**src/pcg_pkg.sv**
```systemverilog
// Shared constants for the PCG32 (XSH-RR) generator.
// No dependencies; used by every module under src.
package pcg_pkg;

  localparam int unsigned STATE_W = 64;
  localparam int unsigned HALF_W  = 32;
  localparam int unsigned WORD_W  = 32;
  localparam int unsigned STREAM_W = 63;

  localparam logic [STATE_W-1:0] LCG_MULT = 64'd6364136223846793005;
  localparam logic [WORD_W-1:0]  RANGE_LIMIT = 32'd2147483647;

  localparam int unsigned XSH_SHIFT = 18;
  localparam int unsigned MIX_LSB   = 27;
  localparam int unsigned ROT_LSB   = 59;
  localparam int unsigned ROT_W     = 5;

  // APB register map
  localparam int unsigned PADDR_W  = 3;
  localparam int unsigned PDATA_W  = 32;
  localparam logic REG_IDX_REDUCE = 1'b0;
  localparam logic REDUCE_RESET   = 1'b1;

  // Multiplier operand selects, one per phase of an LCG step
  typedef enum logic [1:0] {
    MUL_LO_LO = 2'd0,
    MUL_LO_HI = 2'd1,
    MUL_HI_LO = 2'd2,
    MUL_NONE  = 2'd3
  } mul_phase_t;

endpackage

```
**src/pcg_mul.sv**
```systemverilog
// Shared 32x32 multiplier with a registered 64-bit product.
// Depends on pcg_pkg for widths.
module pcg_mul (
  input  logic                              clk,
  input  logic [pcg_pkg::HALF_W-1:0]        a,
  input  logic [pcg_pkg::HALF_W-1:0]        b,
  output logic [2*pcg_pkg::HALF_W-1:0]      p
);

  always_ff @(posedge clk) begin
    p <= {{pcg_pkg::HALF_W{1'b0}}, a} * {{pcg_pkg::HALF_W{1'b0}}, b};
  end

endmodule

```
**src/pcg_perm.sv**
```systemverilog
// XSH-RR output permutation and optional reduction modulo 2^31-1.
// Depends on pcg_pkg for field positions and the range limit.
module pcg_perm (
  input  logic [pcg_pkg::STATE_W-1:0] old_state,
  input  logic                        reduce,
  output logic [pcg_pkg::WORD_W-1:0]  value
);

  logic [pcg_pkg::STATE_W-1:0]  xs;
  logic [pcg_pkg::WORD_W-1:0]   mixed;
  logic [pcg_pkg::ROT_W-1:0]    rot;
  logic [2*pcg_pkg::WORD_W-1:0] doubled;
  logic [pcg_pkg::WORD_W-1:0]   word;
  logic [pcg_pkg::WORD_W-1:0]   folded;

  always_comb begin
    xs      = old_state ^ (old_state >> pcg_pkg::XSH_SHIFT);
    mixed   = xs[pcg_pkg::MIX_LSB +: pcg_pkg::WORD_W];
    rot     = old_state[pcg_pkg::ROT_LSB +: pcg_pkg::ROT_W];
    doubled = {mixed, mixed} >> rot;
    word    = doubled[pcg_pkg::WORD_W-1:0];
    // 2^31 is 1 mod 2^31-1: fold the top bit back in, then one subtract
    folded  = {1'b0, word[pcg_pkg::WORD_W-2:0]}
            + {{(pcg_pkg::WORD_W-1){1'b0}}, word[pcg_pkg::WORD_W-1]};
    if (folded >= pcg_pkg::RANGE_LIMIT) begin
      folded = folded - pcg_pkg::RANGE_LIMIT;
    end
    value = reduce ? folded : word;
  end

endmodule

```
**src/pcg32_random_generator.sv**
```systemverilog
// PCG32 XSH-RR generator: LCG steps on a shared multiplier, result permuted and registered.
// One LCG step runs on the shared 32x32 multiplier (three partial products,
// registered); a draw is one step, a reseed two. One word in flight:
// s_tready is high only while the sequencer idles; a result waits for a free output register.
// Synchronous active-high reset: state 0, increment 1, reduce_range 1.
module pcg32_random_generator (
  input  logic                         clk,
  input  logic                         rst,
  input  logic                         s_tvalid,
  output logic                         s_tready,
  input  logic [127:0]                 s_tdata,  // [63:0] seed_state, [126:64] seed_stream
  input  logic                         s_tuser,  // [0] mode
  output logic                         m_tvalid,
  input  logic                         m_tready,
  output logic [pcg_pkg::WORD_W-1:0]   m_tdata,  // [31:0] value
  input  logic                         psel,
  input  logic                         penable,
  input  logic                         pwrite,
  input  logic [pcg_pkg::PADDR_W-1:0]  paddr,
  input  logic [pcg_pkg::PDATA_W-1:0]  pwdata,
  output logic [pcg_pkg::PDATA_W-1:0]  prdata,
  output logic                         pready
);

  typedef enum logic [1:0] {ST_IDLE, ST_LCG, ST_DONE} state_t;

  state_t                        state;
  logic [1:0]                    phase;
  logic                          seed_pass;
  logic [pcg_pkg::STATE_W-1:0]   gen_state;
  logic [pcg_pkg::STATE_W-1:0]   stream_step;
  logic [pcg_pkg::STATE_W-1:0]   old_state;
  logic [pcg_pkg::STATE_W-1:0]   acc;
  logic                          reduce_range;

  logic [pcg_pkg::HALF_W-1:0]    mul_a;
  logic [pcg_pkg::HALF_W-1:0]    mul_b;
  logic [2*pcg_pkg::HALF_W-1:0]  prod;
  logic [pcg_pkg::WORD_W-1:0]    perm_value;
  logic [pcg_pkg::HALF_W-1:0]    hi_sum;
  logic [pcg_pkg::STATE_W-1:0]   seed_inc;
  logic                          s_accept;
  logic                          m_accept;
  logic                          cfg_write;

  assign s_tready  = (state == ST_IDLE);
  assign s_accept  = s_tvalid && s_tready;
  assign m_accept  = m_tvalid && m_tready;
  assign pready    = 1'b1;
  assign cfg_write = psel && penable && pwrite && pready;
  assign prdata    = (paddr[2] == pcg_pkg::REG_IDX_REDUCE)
                   ? {{(pcg_pkg::PDATA_W-1){1'b0}}, reduce_range} : '0;

  assign seed_inc = {s_tdata[126:64], 1'b1};
  assign hi_sum   = acc[pcg_pkg::STATE_W-1:pcg_pkg::HALF_W] + prod[pcg_pkg::HALF_W-1:0];

  // operand select for the three partial products of state * multiplier
  always_comb begin
    unique case (pcg_pkg::mul_phase_t'(phase))
      pcg_pkg::MUL_LO_LO: begin
        mul_a = gen_state[pcg_pkg::HALF_W-1:0];
        mul_b = pcg_pkg::LCG_MULT[pcg_pkg::HALF_W-1:0];
      end
      pcg_pkg::MUL_LO_HI: begin
        mul_a = gen_state[pcg_pkg::HALF_W-1:0];
        mul_b = pcg_pkg::LCG_MULT[pcg_pkg::STATE_W-1:pcg_pkg::HALF_W];
      end
      pcg_pkg::MUL_HI_LO: begin
        mul_a = gen_state[pcg_pkg::STATE_W-1:pcg_pkg::HALF_W];
        mul_b = pcg_pkg::LCG_MULT[pcg_pkg::HALF_W-1:0];
      end
      default: begin
        mul_a = '0;
        mul_b = '0;
      end
    endcase
  end

  pcg_mul u_mul (
    .clk (clk),
    .a   (mul_a),
    .b   (mul_b),
    .p   (prod)
  );

  pcg_perm u_perm (
    .old_state (old_state),
    .reduce    (reduce_range),
    .value     (perm_value)
  );

  always_ff @(posedge clk) begin
    if (rst) begin
      reduce_range <= pcg_pkg::REDUCE_RESET;
    end else if (cfg_write && paddr[2] == pcg_pkg::REG_IDX_REDUCE) begin
      reduce_range <= pwdata[0];
    end
  end

  always_ff @(posedge clk) begin
    if (rst) begin
      state       <= ST_IDLE;
      phase       <= 2'd0;
      seed_pass   <= 1'b0;
      gen_state   <= '0;
      stream_step <= 64'd1;
      m_tvalid    <= 1'b0;
    end else begin
      if (m_accept && state != ST_DONE) begin
        m_tvalid <= 1'b0;
      end
      unique case (state)
        ST_IDLE: begin
          phase <= 2'd0;
          if (s_accept) begin
            state <= ST_LCG;
            if (s_tuser) begin
              // first LCG step from zero state leaves just the increment
              stream_step <= seed_inc;
              gen_state   <= seed_inc + s_tdata[63:0];
              seed_pass   <= 1'b1;
            end else begin
              old_state <= gen_state;
              seed_pass <= 1'b0;
            end
          end
        end
        ST_LCG: begin
          phase <= phase + 2'd1;
          unique case (phase)
            2'd0: ;
            2'd1: acc <= prod + stream_step;
            2'd2: acc[pcg_pkg::STATE_W-1:pcg_pkg::HALF_W] <= hi_sum;
            default: begin
              gen_state <= {hi_sum, acc[pcg_pkg::HALF_W-1:0]};
              if (seed_pass) begin
                seed_pass <= 1'b0;
                old_state <= {hi_sum, acc[pcg_pkg::HALF_W-1:0]};
              end else begin
                state <= ST_DONE;
              end
            end
          endcase
        end
        ST_DONE: begin
          // hold until the output register is free
          if (!m_tvalid || m_tready) begin
            m_tdata  <= perm_value;
            m_tvalid <= 1'b1;
            state    <= ST_IDLE;
          end
        end
        default: state <= ST_IDLE;
      endcase
    end
  end

endmodule

```
**config.mk**
```make
export PLATFORM = sky130hd
export DESIGN_NAME = pcg32_random_generator
export DESIGN_NICKNAME = d
export VERILOG_FILES = /design/src/pcg_pkg.sv /design/src/pcg_mul.sv /design/src/pcg_perm.sv /design/src/pcg32_random_generator.sv
export SDC_FILE = /design/constraint.sdc
export NUM_CORES = 2
export LEC_CHECK = 0
export BUFFER_PORTS_ARGS = -buffer_cell sky130_fd_sc_hd__buf_4
export CORE_MARGIN = 4
export CORE_UTILIZATION = 50
export CTS_BUF_LIST = sky130_fd_sc_hd__clkbuf_2
export CTS_CLUSTER_SIZE = 24
export DETAILED_ROUTE_END_ITERATION = 8
export GPL_TIMING_DRIVEN = 0
export PLACE_DENSITY = 0.7
export REMOVE_ABC_BUFFERS = 1
export SKIP_LAST_GASP = 1
export SYNTH_ARGS = -nofsm -noshare
export SYNTH_HDL_FRONTEND = slang
export SYNTH_SLANG_ARGS = --single-unit
export TNS_END_PERCENT = 20
```
**constraint.sdc**
```tcl
create_clock -name clk -period 10.3 [get_ports clk]
set_clock_uncertainty 0.15 [all_clocks]
set_input_delay 2.06 -clock clk [delete_from_list [all_inputs] [get_ports clk]]
set_output_delay 2.06 -clock clk [all_outputs]
set_load 0.005 [all_outputs]
```
---- Yosys cells after proc, flatten, opt, wreduce, memory -nomap -nowiden ----
Index checks and enable logic that the tools add are counted.
operators by class
  equality and inequality tests ........... 12
  order comparisons ....................... 1
  mux-type cells .......................... 28
  bitwise gates (word level) .............. 3
  multiply operators ...................... 1
  reduce and logical (&&, ||, !) cells .... 23
  shifts and indexed selects .............. 1
  $add $sub $neg .......................... 6
operators by type and width
  cell                    count
  $mux 64                 7
  $pmux 64 s2             2
  $add 64x64->64          2
  $pmux 32 s2             2
  $mux 32                 2
  $shr 64x5->32           1
  $mul 32x31->63          1
  $pmux 31 s2             1
  $xor 59x46->59          1
  $add 31x1->32           1
  $add 32x32->32          1
  $ge 32x31->1 const B    1
  $sub 32x31->32 const B  1
  $reduce_and 3->1        5
  $ne 2x2->1 const B      6
  $mux 2                  4
  $reduce_and 4->1        2
  $mux 1                  7
  $logic_and 1x1->1       6
  $pmux 2 s3              1
  $reduce_and 6->1        1
  $eq 2x1->1 const B      2
  $eq 2x2->1 const B      2
  $logic_not 2->1         2
  10 further kinds        14
word-level totals
  input bits .............................. 171
  register bits after elaboration ......... 358
  output and inout port bits .............. 67

---- Depth between registers and ports, before layout ----
  depth after elaboration ................. 6
  mapped depth ............................ 36

---- Modules after synthesis ----
From an unflattened synthesis, not the netlist that was laid out.
second synthesis, totals
  cell total of the unflattened synthesis .. 6,963
  area total of the unflattened synthesis .. 60,376.7 sq um
by module, submodules not included
  module                  sequential area each (sq um)  instances  cells an instance  area an instance (sq um)
  pcg_mul                 1,281.2                       1          3,765              34,606.9
  pcg32_random_generator  7,487.2                       1          2,510              20,798.7
  pcg_perm                0.0                           1          688                4,971.0

---- Least setup slack after synthesis ----
Ideal clock, no wire load.
  kind .................................... flip-flop to flip-flop
  start ................................... reg phase[0]
  end ..................................... reg u_mul.p[61] (netlist bit)
  arrival time ............................ 9.161 ns
  stages on the path, launching flop included .. 32
  setup slack ............................. 0.871 ns
  library setup time ...................... 0.119 ns
  cells stage by stage .................... dfxtp_1 -> inv_1 -> ha_1 -> clkbuf_1 -> clkbuf_1 -> clkbuf_1 -> a22oi_1 -> nor2_1 -> fa_1 -> inv_1 -> fa_1 -> fa_1 -> fa_1 -> inv_1 -> fa_1 -> fa_1 -> fa_1 -> fa_1 -> ha_1 -> clkbuf_1 -> nand2_1 -> nor2_1 -> nand4_1 -> a211oi_1 -> o31a_1 -> nor2_1 -> o41a_1 -> a211oi_1 -> o21ai_0 -> a2111oi_0 -> a31oi_1 -> xnor2_1
on the way
  longest elaborated chain between the ends .. 4
RTL lines
  element                                            RTL line                       source
  start, declared                                    pcg32_random_generator.sv:28   logic [1:0] phase;
  start signal, assigned                             pcg32_random_generator.sv:129  phase <= phase + 2'd1;
  $eq 2x1->1 (tied with other cells)                 pcg32_random_generator.sv:59   unique case (pcg_pkg::mul_phase_t'(phase))
  $reduce_or 2->1 (no line)                          -
  $pmux 32 s2 / $pmux 31 s2 (equally long branches)  pcg32_random_generator.sv:59
  $mul 32x31->63 *                                   pcg_mul.sv:11                  p <= {{pcg_pkg::HALF_W{1'b0}}, a} * {{pcg_pkg::HALF_W{1'b0}}, b};
  end signal, assigned                               pcg_mul.sv:11
  end, declared                                      pcg_mul.sv:7                   output logic [2*pcg_pkg::HALF_W-1:0] p
Mark *: on every way between the ends. The rest lies on a longest branch, timed or not.
A chain may end at the register's enable or synchronous reset.

---- Worst setup path in the final report ----
Ends and elaborated chain as after synthesis.

==> impl_results.md <==
- Status: completed
- Worst-margin pin slew: 1.35 ns
- Critical path arrival: ~11 ns
- GRT overflow: 0
- CTS max path bufs: 3
- R2R depth: 30
- Antenna viol nets, final: 0
- Core area: 94,900 um2
- Sink Count: 330
- Worst-path clk slew: 0.11 ns
- First DRT Iteration DRCs: 4,111
- Die area: between 100,000 and 150,000 um2
- Gpl congestion: approximately 0.98
- Starting Density: about half
- Final Cycle Share: 97.3%
- Via count: roughly 40,000
- CP Data Required Time: 11.10 ns
- Worst Setup Start Kind: register
- Synth Area in XOR/XNOR: 4.42%
- Hold path startpoint: stream_step[44]$_SDFFE_PP0P_
- Worst-path fanout max: 36
- # setup viols final: 0
- Largest net degree at the start of global routing: 103
- CP max-delay cell: nor2_2
- Cell count after placement: approximately 6,500
- Hold path depth: 2
- Die Ht: 317 um
- Synthesis Warnings: 0
- Slew Viols, Final: 0
- Simple-gate area share of the yosys netlist: 11.6%
- Post-synthesis instance total: 5,218
- Cell at the root of the clock tree: clkbuf_2
- Number of flops mapped to enable cells by yosys: 133
- Detailed Place HPWL: 125 mm
- Finished Core Util: a little over half
- Die W: approximately 320 um
- P&R area growth vs syn: 8.66%
- CP endpoint kind: register
- Largest family of logic cells by synthesized area: adder cells
- Layout fillers: 8,563
- Final Power: 18.1 mW
- H-tree depth: 3
- Fraction of layout cells with a size suffix above 1: 10.7%
- CTS tree: built
- Synth cell types: 92
- Cell Area, Synth: roughly 48,000 um2
- Initial antenna violation count: 7
- Mux cell area share after synthesis: about 4%
- Final instance count without filler cells: 6,710
- Syn_area_per_cell: 9.14 um2
- I/O pin total: 238
- Worst setup path class: register to register
- Final Hold Fails: 0
- All-Layer GR Usage: 30.5%
- Pleak: 25.7 nW
- Final min period: 10.02 ns
- Post-Synth Adder-Cell Area: 39.8%
- CP max stage delay: 0.58 ns
- Hold Path Sink: stream_step[44]$_SDFFE_PP0P_
- DRC: 0
- Worst min-delay path category: register to register
- Worst VDD drop: 0.000951 V
- R2R Setup Slk: 0.28 ns
- Reg2Reg Capture Point: u_mul.p[61]$_DFF_P_
- Complex-gate fraction of the synthesized area: 14.8%
- Crit-path most repeated cell: fa_1
- Power Dens Cells: between 300 and 400 nW/um2
- Nets@finish: 6,731
- Synthesis-stage register bit count: 330
- Routed length per instance: 22.9 um
- First-pass GRT wire length: between 200 and 250 mm
- Peak Freq: approximately 100 MHz
- Clk_lat worst skew: between 1 and 1.5 ns
- IO Port Bufs: 171
- Vias in the first global route: 39,100
- Via density per instance: ~5.9
- Most used flip-flop cell after synthesis: dfxtp_1
- Top cell family by delay on the critical path: adder cells
- MaxCap Viol Count: 0
- Total CTS buffers: just under 90
- Routed WL: around 150 mm
- RSZ-0062 raised after global routing: true
- Rel. slew slack: 9.76%
- Worst r2r src: phase[0]$_SDFFE_PP0P_
- Seq/Total Area, Yosys: 16.6%
- Ys async rst share: 0%
- Num rows: approximately 110
- DRT Pass-1 Iters: 6
- Worst path bufs/invs: 6
## final cells by class
cell class | count | area, um2 | area share [%]
repair inverters | 1 | 7.51 | 0.0145
repair buffers | 241 | 2300 | 4.44
well taps | 1265 | 1580 | 3.05
clock inverters | 18 | 110 | 0.212
multi-input cells | 3838 | 35900 | 69.2
diodes | 2 | 5.00 | 0.00965
clock buffers | 140 | 701 | 1.35
flip-flops and latches | 330 | 7940 | 15.3
inverters | 875 | 3330 | 6.42
## where the power goes
group | switching, mW | total (mW) | internal, mW
clock | 0.605 | 0.986 | 0.381
combinational | 9.02 | 15.1 | 6.10
sequential | 0.235 | 2.02 | 1.79
## layer usage
layer	share of wire, %	track usage (%)
met1	42	43.5
met5	0.020	0
met3	11	6.68
met2	44	46.6
met4	3.5	9.59
## state kept, by name, indices dropped and copies added, names as in the netlist
register      count
m_tvalid          1
reduce_range      1
stream_step      63
old_state        37
phase             2
acc              64
state             2
m_tdata          32
gen_state        64
seed_pass         1
u_mul.p          63
## cells in the mapped netlist, drive strengths merged (49+ instances only)
cell type	count	area, um2
clkbuf	124	469
nor2	268	1010
a21o	166	1250
edfxtp	133	3990
inv	874	3280
nor3	75	387
mux4	54	1220
o21ai	194	971
fa	551	11000
dfxtp	197	3940
and2	49	307
buf	81	508
a21oi	327	1640
nand3	75	375
xor2	87	769
ha	635	7950
xnor2	153	1340
nand2	443	1670
## logic make-up after synthesis
logic type	Yosys count
xor+xnor	240
compound gates	1086
buf+inv	1080
simple gates	1178
flops	330
other cells	2
mux	116
fa+ha+maj	1186
## worst min-delay path, cell delays in order, from the launching register on
cell     delay, ns
dfxtp_1       0.32
nand2_1       0.05
a21oi_1       0.05
## metrics by stage
step           hold WS (ns)  setup TNS [ns]  setup WS (ns)  instance area, um2
3_3_place_gp          0.297         -114.89          -4.47               49700
4_1_cts               0.276               0          0.116               51700
5_1_grt               0.333          -0.103        -0.0424               51800
6_report              0.319               0          0.276               51800
3_5_place_dp          0.303          -13.07          -1.59               50600
2_1_floorplan         0.285          -0.185         -0.102               46900
## worst max path at each step
stage / start / end / depth (start not counted)
after floorplan: phase[0]$_SDFFE_PP0P_ / u_mul.p[61]$_DFF_P_ / 28
after global placement: phase[0]$_SDFFE_PP0P_ / u_mul.p[61]$_DFF_P_ / 26
after detailed placement: phase[0]$_SDFFE_PP0P_ / u_mul.p[61]$_DFF_P_ / 30
after CTS: phase[0]$_SDFFE_PP0P_ / u_mul.p[59]$_DFF_P_ / 33
after global routing: phase[0]$_SDFFE_PP0P_ / u_mul.p[45]$_DFF_P_ / 33
final: phase[0]$_SDFFE_PP0P_ / u_mul.p[61]$_DFF_P_ / 30
## cell usage in the layout, fill, tap and decap left out, types with 38 or more instances in the layout
master,instances
a21o_1,166
a21oi_1,326
a31oi_1,40
and2_1,49
and3_1,42
buf_4,200
clkbuf_2,140
dfxtp_1,195
edfxtp_1,133
fa_1,551
ha_1,632
inv_1,858
mux2i_1,43
mux4_2,54
nand2_1,442
nand2b_1,42
nand3_1,74
nand4_1,39
nor2_1,247
nor2b_1,38
nor3_1,66
o21ai_0,189
xnor2_1,153
xor2_1,86
## repair_timing
action	4_1_cts	5_1_grt
setup endpoints to repair	25	9
gates cloned	1	0
buffers inserted	26	7
gates resized for setup	30	11
hold buffers	0	0
pin swaps	2	0
No activity file was read; power rests on OpenSTA's default activity.
